===== config.mk =====
export PLATFORM = sky130hd
export DESIGN_NAME = polyphonic_voice_allocator_core
export DESIGN_NICKNAME = d
export VERILOG_FILES = /design/src/pva_pkg.sv /design/src/pva_ctrl.sv /design/src/pva_datapath.sv /design/src/polyphonic_voice_allocator_core.sv
export SDC_FILE = /design/constraint.sdc
export NUM_CORES = 1
export LEC_CHECK = 0
export BUFFER_PORTS_ARGS = -buffer_cell sky130_fd_sc_hd__buf_2
export CORE_MARGIN = 2
export CORE_UTILIZATION = 28
export CTS_CLUSTER_DIAMETER = 100
export DETAILED_ROUTE_END_ITERATION = 6
export GPL_TIMING_DRIVEN = 0
export PLACE_DENSITY = 0.44
export SYNTH_ARGS = -nofsm -noshare
export SYNTH_HDL_FRONTEND = slang
export SYNTH_SLANG_ARGS = --single-unit
export TNS_END_PERCENT = 5

===== constraint.sdc =====
create_clock -name clk_i -period 11.9 [get_ports clk_i]
set_input_delay 1.19 -clock clk_i [delete_from_list [all_inputs] [get_ports clk_i]]
set_output_delay 1.19 -clock clk_i [all_outputs]
set_load 0.1 [all_outputs]

===== src/pva_pkg.sv =====
// Shared types and codes of the polyphonic voice allocator.
`default_nettype none

package pva_pkg;

  // Command codes of an input word; the fourth code is ignored.
  typedef enum logic [1:0] {
    CMD_NOTE_ON    = 2'd0,
    CMD_NOTE_OFF   = 2'd1,
    CMD_VOICE_IDLE = 2'd2
  } cmd_e;

  // Action codes of a result word.
  typedef enum logic [2:0] {
    ACT_NONE        = 3'd0,
    ACT_TRIGGER     = 3'd1,
    ACT_STEAL       = 3'd2,
    ACT_RELEASED    = 3'd3,
    ACT_PEND_START  = 3'd4,
    ACT_DEACTIVATED = 3'd5
  } action_e;

  typedef enum logic [2:0] {
    ST_IDLE,
    ST_SCAN,
    ST_DRAIN,
    ST_READ,
    ST_APPLY
  } state_e;

  // Commands from the controller to the datapath.
  typedef struct packed {
    logic load;     // capture the input word, restart the scan
    logic scan_rd;  // read the voice at the scan counter, advance it
    logic apply;    // update voice state and load the result word
  } pva_ctrl_t;

  // Status from the datapath to the controller.
  typedef struct packed {
    logic scan_last;  // scan counter sits on the last voice
    logic out_free;   // result register can take a word this cycle
  } pva_stat_t;

endpackage

`default_nettype wire


===== src/pva_ctrl.sv =====
// Controller state machine of the voice allocator.
`default_nettype none

module pva_ctrl
  import pva_pkg::*;
(
  input  logic       clk_i,
  input  logic       rst_ni,
  input  logic       in_valid_i,
  input  logic [1:0] in_cmd_i,
  output logic       in_stall_o,
  input  pva_stat_t  stat_i,
  output pva_ctrl_t  ctrl_o
);

  state_e state_q, state_d;

  always_ff @(posedge clk_i or negedge rst_ni) begin
    if (!rst_ni) begin
      state_q <= ST_IDLE;
    end else begin
      state_q <= state_d;
    end
  end

  // Next state.
  always_comb begin
    state_d = state_q;
    unique case (state_q)
      ST_IDLE: begin
        if (in_valid_i) begin
          if (in_cmd_i == CMD_NOTE_ON || in_cmd_i == CMD_NOTE_OFF) begin
            state_d = ST_SCAN;
          end else if (in_cmd_i == CMD_VOICE_IDLE) begin
            state_d = ST_READ;
          end else begin
            state_d = ST_APPLY;
          end
        end
      end
      ST_SCAN: begin
        if (stat_i.scan_last) begin
          state_d = ST_DRAIN;
        end
      end
      ST_DRAIN: state_d = ST_APPLY;
      ST_READ:  state_d = ST_APPLY;
      ST_APPLY: begin
        if (stat_i.out_free) begin
          state_d = ST_IDLE;
        end
      end
      default:  state_d = ST_IDLE;
    endcase
  end

  // Outputs.
  always_comb begin
    ctrl_o     = '0;
    in_stall_o = 1'b1;
    unique case (state_q)
      ST_IDLE: begin
        in_stall_o  = 1'b0;
        ctrl_o.load = in_valid_i;
      end
      ST_SCAN:  ctrl_o.scan_rd = 1'b1;
      ST_APPLY: ctrl_o.apply = stat_i.out_free;
      default: begin
        ctrl_o = '0;
      end
    endcase
  end

endmodule

`default_nettype wire


===== src/pva_datapath.sv =====
// Datapath of the voice allocator: voice flags, voice memories, scan and result register.
`default_nettype none

module pva_datapath
  import pva_pkg::*;
#(
  parameter int VOICES     = 8,
  parameter int STAMP_BITS = 32
) (
  input  logic       clk_i,
  input  logic       rst_ni,
  input  pva_ctrl_t  ctrl_i,
  output pva_stat_t  stat_o,
  input  logic [1:0] cmd_i,
  input  logic [6:0] note_i,
  input  logic [6:0] velocity_i,
  input  logic [2:0] idle_voice_i,
  output logic       out_valid_o,
  input  logic       out_stall_i,
  output logic [2:0] action_o,
  output logic [2:0] voice_index_o,
  output logic [7:0] release_mask_o,
  output logic [6:0] start_note_o,
  output logic [6:0] start_velocity_o
);

  localparam int VW = $clog2(VOICES);

  typedef logic [VW-1:0] vidx_t;

  // Captured input word.
  logic [1:0] cmd_q;
  logic [6:0] note_q, vel_q;
  logic [2:0] iv_q;

  // Voice flags.
  logic [VOICES-1:0] active_q, active_d;
  logic [VOICES-1:0] rel_q, rel_d;
  logic [VOICES-1:0] pval_q, pval_d;

  // Voice memories, read data registered.
  logic [6:0]            vnote_mem [VOICES];
  logic [6:0]            pnote_mem [VOICES];
  logic [6:0]            pvel_mem  [VOICES];
  logic [STAMP_BITS-1:0] stamp_mem [VOICES];
  logic [6:0]            vnote_rd_q, pnote_rd_q, pvel_rd_q;
  logic [STAMP_BITS-1:0] stamp_rd_q;
  logic                  rd_vld_q;
  vidx_t                 rd_idx_q, rd_addr;

  // Scan state.
  vidx_t                 scan_cnt_q;
  logic                  free_found_q, rel_found_q, any_q;
  vidx_t                 free_idx_q, rel_idx_q, best_idx_q, first_idx_q;
  logic [STAMP_BITS-1:0] best_stamp_q;
  logic [VOICES-1:0]     relvec_q;

  logic [STAMP_BITS-1:0] stamp_cnt_q;

  // Write controls.
  logic       vnote_we, pend_we, stamp_we;
  vidx_t      tgt;
  logic [6:0] vnote_wd;

  // Result.
  logic       out_valid_q;
  logic [2:0] act_d, act_q;
  logic [2:0] vout_d, vout_q;
  logic [7:0] mask_d, mask_q;
  logic [6:0] snote_d, snote_q, svel_d, svel_q;

  vidx_t ivx, pick;
  logic  iv_in_range, on_match, pend_match;

  assign ivx         = VW'(iv_q);
  assign iv_in_range = (32'(iv_q) < VOICES);
  assign pick        = free_found_q ? free_idx_q : (rel_found_q ? rel_idx_q : best_idx_q);
  assign rd_addr     = ctrl_i.scan_rd ? scan_cnt_q : ivx;
  assign on_match    = active_q[rd_idx_q] && (vnote_rd_q == note_q);
  assign pend_match  = pval_q[rd_idx_q] && (pnote_rd_q == note_q);

  assign stat_o.scan_last = (scan_cnt_q == VW'(VOICES - 1));
  assign stat_o.out_free  = !out_valid_q || !out_stall_i;

  // Capture the input word.
  always_ff @(posedge clk_i) begin
    if (ctrl_i.load) begin
      cmd_q  <= cmd_i;
      note_q <= note_i;
      vel_q  <= velocity_i;
      iv_q   <= idle_voice_i;
    end
  end

  // Memories: one write and one registered read per cycle.
  always_ff @(posedge clk_i) begin
    if (vnote_we) begin
      vnote_mem[tgt] <= vnote_wd;
    end
    if (pend_we) begin
      pnote_mem[tgt] <= note_q;
      pvel_mem[tgt]  <= vel_q;
    end
    if (stamp_we) begin
      stamp_mem[tgt] <= stamp_cnt_q;
    end
    vnote_rd_q <= vnote_mem[rd_addr];
    pnote_rd_q <= pnote_mem[rd_addr];
    pvel_rd_q  <= pvel_mem[rd_addr];
    stamp_rd_q <= stamp_mem[rd_addr];
    rd_idx_q   <= rd_addr;
  end

  // Scan over the voices, one per cycle behind the memory read.
  always_ff @(posedge clk_i or negedge rst_ni) begin
    if (!rst_ni) begin
      rd_vld_q     <= 1'b0;
      scan_cnt_q   <= '0;
      free_found_q <= 1'b0;
      rel_found_q  <= 1'b0;
      any_q        <= 1'b0;
      free_idx_q   <= '0;
      rel_idx_q    <= '0;
      best_idx_q   <= '0;
      first_idx_q  <= '0;
      best_stamp_q <= '0;
      relvec_q     <= '0;
    end else begin
      rd_vld_q <= ctrl_i.scan_rd;
      if (ctrl_i.load) begin
        scan_cnt_q   <= '0;
        free_found_q <= 1'b0;
        rel_found_q  <= 1'b0;
        any_q        <= 1'b0;
        relvec_q     <= '0;
      end else if (ctrl_i.scan_rd) begin
        scan_cnt_q <= scan_cnt_q + 1'b1;
      end
      if (rd_vld_q) begin
        if (!active_q[rd_idx_q] && !free_found_q) begin
          free_found_q <= 1'b1;
          free_idx_q   <= rd_idx_q;
        end
        if (rel_q[rd_idx_q] && !rel_found_q) begin
          rel_found_q <= 1'b1;
          rel_idx_q   <= rd_idx_q;
        end
        // Strict compare keeps the lowest voice on equal stamps.
        if (rd_idx_q == '0 || stamp_rd_q < best_stamp_q) begin
          best_idx_q   <= rd_idx_q;
          best_stamp_q <= stamp_rd_q;
        end
        if (on_match) begin
          relvec_q[rd_idx_q] <= 1'b1;
          if (!any_q) begin
            first_idx_q <= rd_idx_q;
          end
          any_q <= 1'b1;
        end
      end
    end
  end

  // Flag updates, memory writes and the result word.
  always_comb begin
    active_d = active_q;
    rel_d    = rel_q;
    pval_d   = pval_q;
    vnote_we = 1'b0;
    pend_we  = 1'b0;
    stamp_we = 1'b0;
    tgt      = ivx;
    vnote_wd = note_q;
    act_d    = ACT_NONE;
    vout_d   = '0;
    mask_d   = '0;
    snote_d  = '0;
    svel_d   = '0;

    if (rd_vld_q && cmd_q == CMD_NOTE_OFF) begin
      if (on_match) begin
        rel_d[rd_idx_q] = 1'b1;
      end
      if (pend_match) begin
        pval_d[rd_idx_q] = 1'b0;
      end
    end

    if (ctrl_i.apply) begin
      unique case (cmd_q)
        CMD_NOTE_ON: begin
          tgt      = pick;
          stamp_we = 1'b1;
          vout_d   = 3'(pick);
          snote_d  = note_q;
          svel_d   = vel_q;
          if (active_q[pick]) begin
            // Busy voice: queue the note and push the voice into release.
            pend_we     = 1'b1;
            rel_d[pick] = 1'b1;
            pval_d[pick] = 1'b1;
            act_d       = ACT_STEAL;
          end else begin
            vnote_we       = 1'b1;
            active_d[pick] = 1'b1;
            rel_d[pick]    = 1'b0;
            pval_d[pick]   = 1'b0;
            act_d          = ACT_TRIGGER;
          end
        end
        CMD_NOTE_OFF: begin
          mask_d = 8'(relvec_q);
          if (any_q) begin
            act_d  = ACT_RELEASED;
            vout_d = 3'(first_idx_q);
          end
        end
        CMD_VOICE_IDLE: begin
          if (iv_in_range && active_q[ivx]) begin
            vout_d = iv_q;
            if (pval_q[ivx]) begin
              vnote_wd = pnote_rd_q;
              vnote_we = 1'b1;
              snote_d  = pnote_rd_q;
              svel_d   = pvel_rd_q;
              rel_d[ivx]  = 1'b0;
              pval_d[ivx] = 1'b0;
              act_d       = ACT_PEND_START;
            end else begin
              active_d[ivx] = 1'b0;
              rel_d[ivx]    = 1'b0;
              act_d         = ACT_DEACTIVATED;
            end
          end
        end
        default: begin
          act_d = ACT_NONE;
        end
      endcase
    end
  end

  always_ff @(posedge clk_i or negedge rst_ni) begin
    if (!rst_ni) begin
      active_q    <= '0;
      rel_q       <= '0;
      pval_q      <= '0;
      stamp_cnt_q <= '0;
      out_valid_q <= 1'b0;
    end else begin
      active_q <= active_d;
      rel_q    <= rel_d;
      pval_q   <= pval_d;
      // Hold the age counter at its top value.
      if (stamp_we && stamp_cnt_q != '1) begin
        stamp_cnt_q <= stamp_cnt_q + 1'b1;
      end
      if (ctrl_i.apply) begin
        out_valid_q <= 1'b1;
      end else if (!out_stall_i) begin
        out_valid_q <= 1'b0;
      end
    end
  end

  always_ff @(posedge clk_i) begin
    if (ctrl_i.apply) begin
      act_q   <= act_d;
      vout_q  <= vout_d;
      mask_q  <= mask_d;
      snote_q <= snote_d;
      svel_q  <= svel_d;
    end
  end

  assign out_valid_o      = out_valid_q;
  assign action_o         = act_q;
  assign voice_index_o    = vout_q;
  assign release_mask_o   = mask_q;
  assign start_note_o     = snote_q;
  assign start_velocity_o = svel_q;

  a_rel_implies_active : assert property (@(posedge clk_i) disable iff (!rst_ni)
    (rel_q & ~active_q) == '0)
    else $error("releasing flag set on an inactive voice");

  a_pend_implies_active : assert property (@(posedge clk_i) disable iff (!rst_ni)
    (pval_q & ~active_q) == '0)
    else $error("pending note held by an inactive voice");

  a_apply_gives_word : assert property (@(posedge clk_i) disable iff (!rst_ni)
    ctrl_i.apply |=> out_valid_q)
    else $error("update finished without a result word");

  a_scan_not_on_apply : assert property (@(posedge clk_i) disable iff (!rst_ni)
    ctrl_i.apply |-> !rd_vld_q)
    else $error("result word taken before the scan drained");

endmodule

`default_nettype wire


===== src/polyphonic_voice_allocator_core.sv =====
// Top level of the polyphonic voice allocator.
`default_nettype none

// Polyphonic voice allocator over a pool of VOICES voices. Every input word
// (note on, note off, voice envelope idle) yields exactly one result word.
// A note on takes the lowest free voice and triggers it; with no free voice
// it takes the lowest releasing voice, otherwise the voice with the oldest
// age stamp, queues the note there as pending and puts that voice into
// release. A note off releases every active voice holding the note and drops
// matching pending notes. A voice idle word starts the voice's pending note
// or frees the voice; an idle word for a voice that is out of range or not
// active, and the unused command code, give action none. The age counter is
// STAMP_BITS wide and holds at its top value. Timing: note on and note off
// read the voice memories one voice per cycle through a single read port,
// and such a word passes through the scan, drain and apply states before the
// next accept; a voice idle word passes through the read and apply states,
// and the unused command goes straight to apply. The result sits in an output
// register, so a new word is accepted while the previous result still waits
// under stall; the block holds off the next update only until that register
// is free. There is no clearing pass after reset: voice flags reset at once,
// and the note, pending and stamp memories are used only for written voices.
module polyphonic_voice_allocator_core
  import pva_pkg::*;
#(
  parameter int VOICES     = 8,
  parameter int STAMP_BITS = 32
) (
  input  logic       clk_i,
  input  logic       rst_ni,
  // input words
  input  logic       in_valid_i,
  output logic       in_stall_o,
  input  logic [1:0] cmd_i,
  input  logic [6:0] note_i,
  input  logic [6:0] velocity_i,
  input  logic [2:0] idle_voice_i,
  // result words
  output logic       out_valid_o,
  input  logic       out_stall_i,
  output logic [2:0] action_o,
  output logic [2:0] voice_index_o,
  output logic [7:0] release_mask_o,
  output logic [6:0] start_note_o,
  output logic [6:0] start_velocity_o
);

  pva_ctrl_t ctrl;
  pva_stat_t stat;

  // Sequencer: accept, scan and drain the read pipe or read one voice, apply and emit.
  pva_ctrl u_ctrl (
    .clk_i      (clk_i),
    .rst_ni     (rst_ni),
    .in_valid_i (in_valid_i),
    .in_cmd_i   (cmd_i),
    .in_stall_o (in_stall_o),
    .stat_i     (stat),
    .ctrl_o     (ctrl)
  );

  // Voice state, memories, scan accumulators and the result register.
  pva_datapath #(
    .VOICES     (VOICES),
    .STAMP_BITS (STAMP_BITS)
  ) u_datapath (
    .clk_i            (clk_i),
    .rst_ni           (rst_ni),
    .ctrl_i           (ctrl),
    .stat_o           (stat),
    .cmd_i            (cmd_i),
    .note_i           (note_i),
    .velocity_i       (velocity_i),
    .idle_voice_i     (idle_voice_i),
    .out_valid_o      (out_valid_o),
    .out_stall_i      (out_stall_i),
    .action_o         (action_o),
    .voice_index_o    (voice_index_o),
    .release_mask_o   (release_mask_o),
    .start_note_o     (start_note_o),
    .start_velocity_o (start_velocity_o)
  );

endmodule

`default_nettype wire


; ---- Word level (Yosys, flattened, before mapping)
; Memory sizes are Yosys's and may differ from the RTL's. A register that Yosys moved wholly into a read port is not among the register bits.
; Cells that the tools add are included.
[word_totals]
ff_bits = 169
ram_bits = 424
n_memories = 4
in_bits = 23
elab_cells = 204
[op_classes]
add_sub_neg = 2
eq_ne = 19
n_bitwise = 15
muxes = 100
n_lt_le_gt_ge = 7
reduce_logical = 30
[mem_list]
columns = memory, depth, width, read_ports, rd_clocked_by_memory_dff, wr, line
row1 = u_datapath.stamp_mem, 8, 32, 1, 1, 1, pva_datapath.sv:45  ; logic [STAMP_BITS-1:0] stamp_mem [VOICES];
row2 = u_datapath.pnote_mem, 8, 7, 1, 1, 1, pva_datapath.sv:43  ; logic [6:0] pnote_mem [VOICES];
row3 = u_datapath.pvel_mem, 8, 7, 1, 1, 1, pva_datapath.sv:44  ; logic [6:0] pvel_mem [VOICES];
row4 = u_datapath.vnote_mem, 8, 7, 1, 1, 1, pva_datapath.sv:42  ; logic [6:0] vnote_mem [VOICES];
[ops]
columns = cell, count
row1 = $mux W8, 17
row2 = $mux W7, 8
row3 = $and A8 B8 Y8, 6
row4 = $pmux W8 S2, 3
row5 = $mux W3, 15
row6 = $mux W1, 40
row7 = $or A8 B8 Y8, 5
row8 = $add A32 B1 Y32 const B, 1
row9 = $lt A32 B32 Y1, 1
row10 = $ne A32 B32 Y1 const B, 1
row11 = $pmux W7 S2, 2
row12 = $not A8 Y8, 3
row13 = $bmux W1 S3, 6
row14 = $pmux W3 S3, 2
row15 = $eq A7 B7 Y1, 2
row16 = $lt A3 B4 Y1 const B, 3
row17 = $pmux W3 S4, 1
row18 = $demux W1 S3, 3
row19 = $ge A3 B1 Y1 const B, 3
row20 = $logic_and A1 B1 Y1, 9
row21 = $ne A2 B2 Y1 const B, 4
row22 = $eq A3 B2 Y1 const B, 2
row23 = $eq A3 B3 Y1 const B, 2
row24 = $logic_not A3 Y1, 2
row25 = other kinds (16), 32

; ---- Longest topological paths before layout
[logic_depth]
word_depth = 13
ltp_mapped = 12
mapped_depth_nobuf = 9

; ---- Cells and area by module
; Synthesis repeated with hierarchy kept, for this count alone.
[unflattened]
cells_unflattened = 2196
area_unflattened_um2 = 26624.3
[by_module_without_submodules]
columns = module, n_inst, area_each_um2, cells_per_inst
row1 = pva_datapath, 1, 26450.4, 2176
row2 = pva_ctrl, 1, 173.9, 20

; ---- Worst setup path after synthesis
; Ideal clock, no wire load.
[synth_timing]
path_kind = in2reg
startpoint = input port out_stall_i
endpoint = memory u_datapath.stamp_mem[4][0] (enable)
cell_stages = 5
slack_ns = 6.751
setup_ns = 0.463
required_ns = 11.437
t_arrival_ns = 4.686
cell_sequence = nand2_1 nand2_1 inv_1 nand2_1 nor3_1
[synth_lines]
columns = item, line
row1 = from (decl), polyphonic_voice_allocator_core.sv:39  ; input logic out_stall_i,
row2 = to (decl), pva_datapath.sv:45

==> metrics.md <==
| Metric | Value |
|---|---|
| Initial DRC count | 1313 |
| Final Cycle Share | 36.2% |
| Via count | 17400 |
| Yosys warning count | 0 |
| Max-cap violations | 0 |
| Unique masters post-synth | a little under 80 |
| Slowest-stage cell, CP | nor2_1 |
| Worst r2r src | u_ctrl.state_q[2]$_DFFE_PN0P_ |
| Final Util | 33.5% |
| Number of synthesized flops with an enable pin | around 470 |
| WP buf/inv | 3 |
| Gpl congestion | between 0.8 and 0.9 |
| Clk pwr share | 29.1% |
| Clk sinks | 646 |
| Port-buffer cells | 52 |
| CP most frequent cell | nand2_1 |
| Root Driver | clkbuf_16 |
| DRT Pass-1 Iters | 5 |
| Antenna violations before repair | 1 |
| Commonest non-fill, non-tap cell in the layout | nand2_1 |
| Max FO, Critical Path | 32 |
| Combinational share of power | between 30% and 40% |
| Hold_buf cts | 0 |
| Site Rows | 112 |
| CP startpoint kind | primary input |
| Vias per std cell | 4.76 |
| Max incr delay on CP | 710 ps |
| Ant diodes | 0 |
| Drt total wl | 76900 um |
| Ports | 53 |
| NumNets Final | 2402 |
| Max Freq | roughly 230 MHz |
| Core Region | roughly 93000 um^2 |
| Clk slew on worst S/H paths | 50 ps |
| Crit path arrival time | 4540 ps |
| GRT overflow | 0 |
| Ys async rst share | 18.4% |
| Clk buf depth | 3 |
| Rel. slew slack | 26.2% |
| DP Wirelength | 52700 um |
| Layout Skew | 27.6 ps |
| Synthesized flop and latch total | 646 |
| H-tree depth | 3 |
| Largest net degree at the start of global routing | 80 |
| Crit-path leading delay family | simple AND/OR/NAND/NOR gates |
| Synthesized cell area | ~26000 um^2 |
| Synth Instances | 2193 |
| Max Slew Vio Count | 0 |
| CP Launch Point | out_stall_i |
| Sw Share | 38.1% |
| Fillers | 9266 |
| Routed Antenna Nets | 0 |
| Hold path depth | 2 |
| # resized after CTS | 0 |
| P&R area growth vs syn | 18.2% |
| Reg2Reg Depth | 9 |
| Unrepaired setup endpoints after global routing | no |
| Total CTS buffers | 75 |
| Minimum clock period | about 4300 ps |
| CTS tree | done |
| Die W | 312 um |
| Most frequent cells in the layout | nand2_1 (537), edfxtp_1 (471), nand3_1 (292), dfrtp_1 (119), buf_2 (88) |
| Setup violators final | 0 |
| Worst slew pin tran | between 1000 and 1500 ps |
| Post-CTS setup buffers | 0 |
| Pwr/cell area | 259 nW/um^2 |
| WP depth | 9 |
| Final hold viol count | 0 |
| Vias in the first global route | 17600 |
| Starting Density | roughly 28% |
| Die height | 312 um |
| Required time worst endpoint | around 12000 ps |
| Pleak | around 12 nW |
| Share of cells above drive strength 1 | 13.4% |
| Global-route wire length before repair | about 120000 um |
| Ordered list of cells on the worst path | buf_2, nand2_1, nand2_1, inv_2, nand2_1, clkbuf_1, nor3_1, o21ai_0, nor2_1 |
| Crit path capture type | register |
| Worst-Skew Late Latency | ~630 ps |
| Setup_tns | 0 ps |
| Synth Area per Inst | 12.1 um^2 |
| Mapped Nets | 2250 |
| Routed len/inst | 21.0 um |
| Int Pwr | 5.02 mW |
| Critical path class | primary input to register |
| Drt drc | 0 |
| Main synth FF type | edfxtp_1 |
| Sequential share of the synthesized area | 68.9% |
| Status | complete, no violations |
| Gr usage total | 15.8% |
| Worst hold slack | 471 ps |
| Peak ir drop on the vdd network | 0.103 mV |
| Reg power frac | 36.6% |
| Hold_sp | u_datapath.relvec_q[6]$_DFF_PN0_ |
| Die area | 97000 um^2 |
| Hold WC Path Type | register to register |
| Switching Power | between 3 and 4 mW |
[power by group through the flow]
stage          Clock (mW)  Combinational [mW]  Sequential (mW)
2_1_floorplan           0                1.69             3.05
3_3_place_gp            0                2.77             3.01
6_report             2.36                2.78             2.97
4_1_cts              2.41                2.82             2.97
5_1_grt              2.50                3.09             3.01
3_5_place_dp            0                2.82             3.02
[cells in the mapped netlist (5+ instances only)]
library cell | n | area [um^2]
clkbuf_1 | 69 | 259
nor2b_1 | 8 | 50.1
or3_1 | 7 | 43.8
nor2_1 | 67 | 251
a21oi_1 | 29 | 145
buf_1 | 13 | 48.8
nand2_1 | 537 | 2020
inv_1 | 45 | 169
o21ai_1 | 16 | 80.1
ha_1 | 34 | 425
edfxtp_1 | 471 | 14100
xnor2_1 | 26 | 228
nand2b_1 | 10 | 62.6
a31oi_1 | 10 | 62.6
nand4_1 | 12 | 75.1
dfrtp_1 | 119 | 2980
o21ai_0 | 76 | 380
mux2_2 | 49 | 552
mux2i_1 | 20 | 200
xor2_1 | 19 | 166
a21o_1 | 15 | 113
nor3_1 | 20 | 100
o21bai_1 | 5 | 37.5
dfxtp_1 | 56 | 1120
nor4_1 | 7 | 43.8
o22ai_1 | 5 | 31.3
and2_1 | 14 | 87.6
and4_1 | 5 | 43.8
o31ai_1 | 5 | 37.5
buf_2 | 37 | 185
a22o_1 | 16 | 140
nand3_1 | 292 | 1460
[cell type report]
cell class / count / area [um^2] / area share, %
repair buffers: 75 / 621 / 1.98
multi-input cells: 1378 / 7620 / 24.4
clock inverters: 35 / 410 / 1.31
plain buffers: 122 / 519 / 1.66
inverters: 47 / 176 / 0.564
clock buffers: 104 / 2140 / 6.83
well taps: 1254 / 1570 / 5.01
flip-flops and latches: 646 / 18200 / 58.3
[per-stage QoR]
stage,power (mW),cells,area (um^2),setup slack (ps)
6_report,8.11,3661,31300,7590
3_3_place_gp,5.78,3499,28300,2230
3_5_place_dp,5.83,3522,28800,6880
5_1_grt,8.60,3661,31300,7210
2_1_floorplan,4.74,2193,26500,6750
4_1_cts,8.21,3661,31300,7550
[worst register-to-register path: stages (launching register included)]
cell and delay [ps]:
dfrtp_1 320, buf_2 180, nor3b_1 260, nand2_1 240, inv_2 690, nand2_1 510, clkbuf_1 480, nor3_1 240
o21ai_0 250, nor2_1 720
[flip-flops by register name (all words and copies together), names as in the netlist, 32 cells and up]
| name | flops |
|---|---|
| u_datapath.stamp_rd_q | 32 |
| u_datapath.stamp_mem | 256 |
| u_datapath.pnote_mem | 56 |
| u_datapath.vnote_mem | 56 |
| u_datapath.stamp_cnt_q | 32 |
| u_datapath.pvel_mem | 56 |
| u_datapath.best_stamp_q | 32 |
[final timing paths]
check / slack, ps / end
max in group asynchronous: 10510 / u_ctrl.state_q[0]$_DFFE_PN0P_
worst max register to register: 7620 / u_datapath.vnote_mem[4][5]$_DFFE_PP_
min in group asynchronous: 520 / u_datapath.stamp_cnt_q[10]$_DFFE_PN0P_
worst min-delay path: 470 / u_datapath.relvec_q[6]$_DFF_PN0_
worst min register to register: 470 / u_datapath.relvec_q[6]$_DFF_PN0_
worst max-delay path: 7590 / u_datapath.vnote_mem[4][5]$_DFFE_PP_
[kinds of logic (layout without fill, tap and decap cells)]
| family | Yosys count | count (layout) | synth area share, % |
|---|---|---|---|
| and+or+nand+nor | 1011 | 1011 | 17.0 |
| adders and majority gates | 34 | 34 | 1.61 |
| DFF | 646 | 646 | 68.9 |
| muxes | 72 | 72 | 3.11 |
| xor gates and xnor gates | 45 | 45 | 1.49 |
| buffers and inverters | 169 | 383 | 2.63 |
| AOI/OAI and AO/OA | 216 | 216 | 5.24 |
[metal layers]
metal  share of wire, %  global-route usage, %  vias to the layer above
met5                  0                      0                        -
met4                2.1                   4.15                        0
met3                5.2                   2.46                      117
met2                 47                   25.7                      458
met1                 46                   22.0                     8715
li1                   -                      -                     8134
Note: power is estimated with default switching activity, not from simulation.
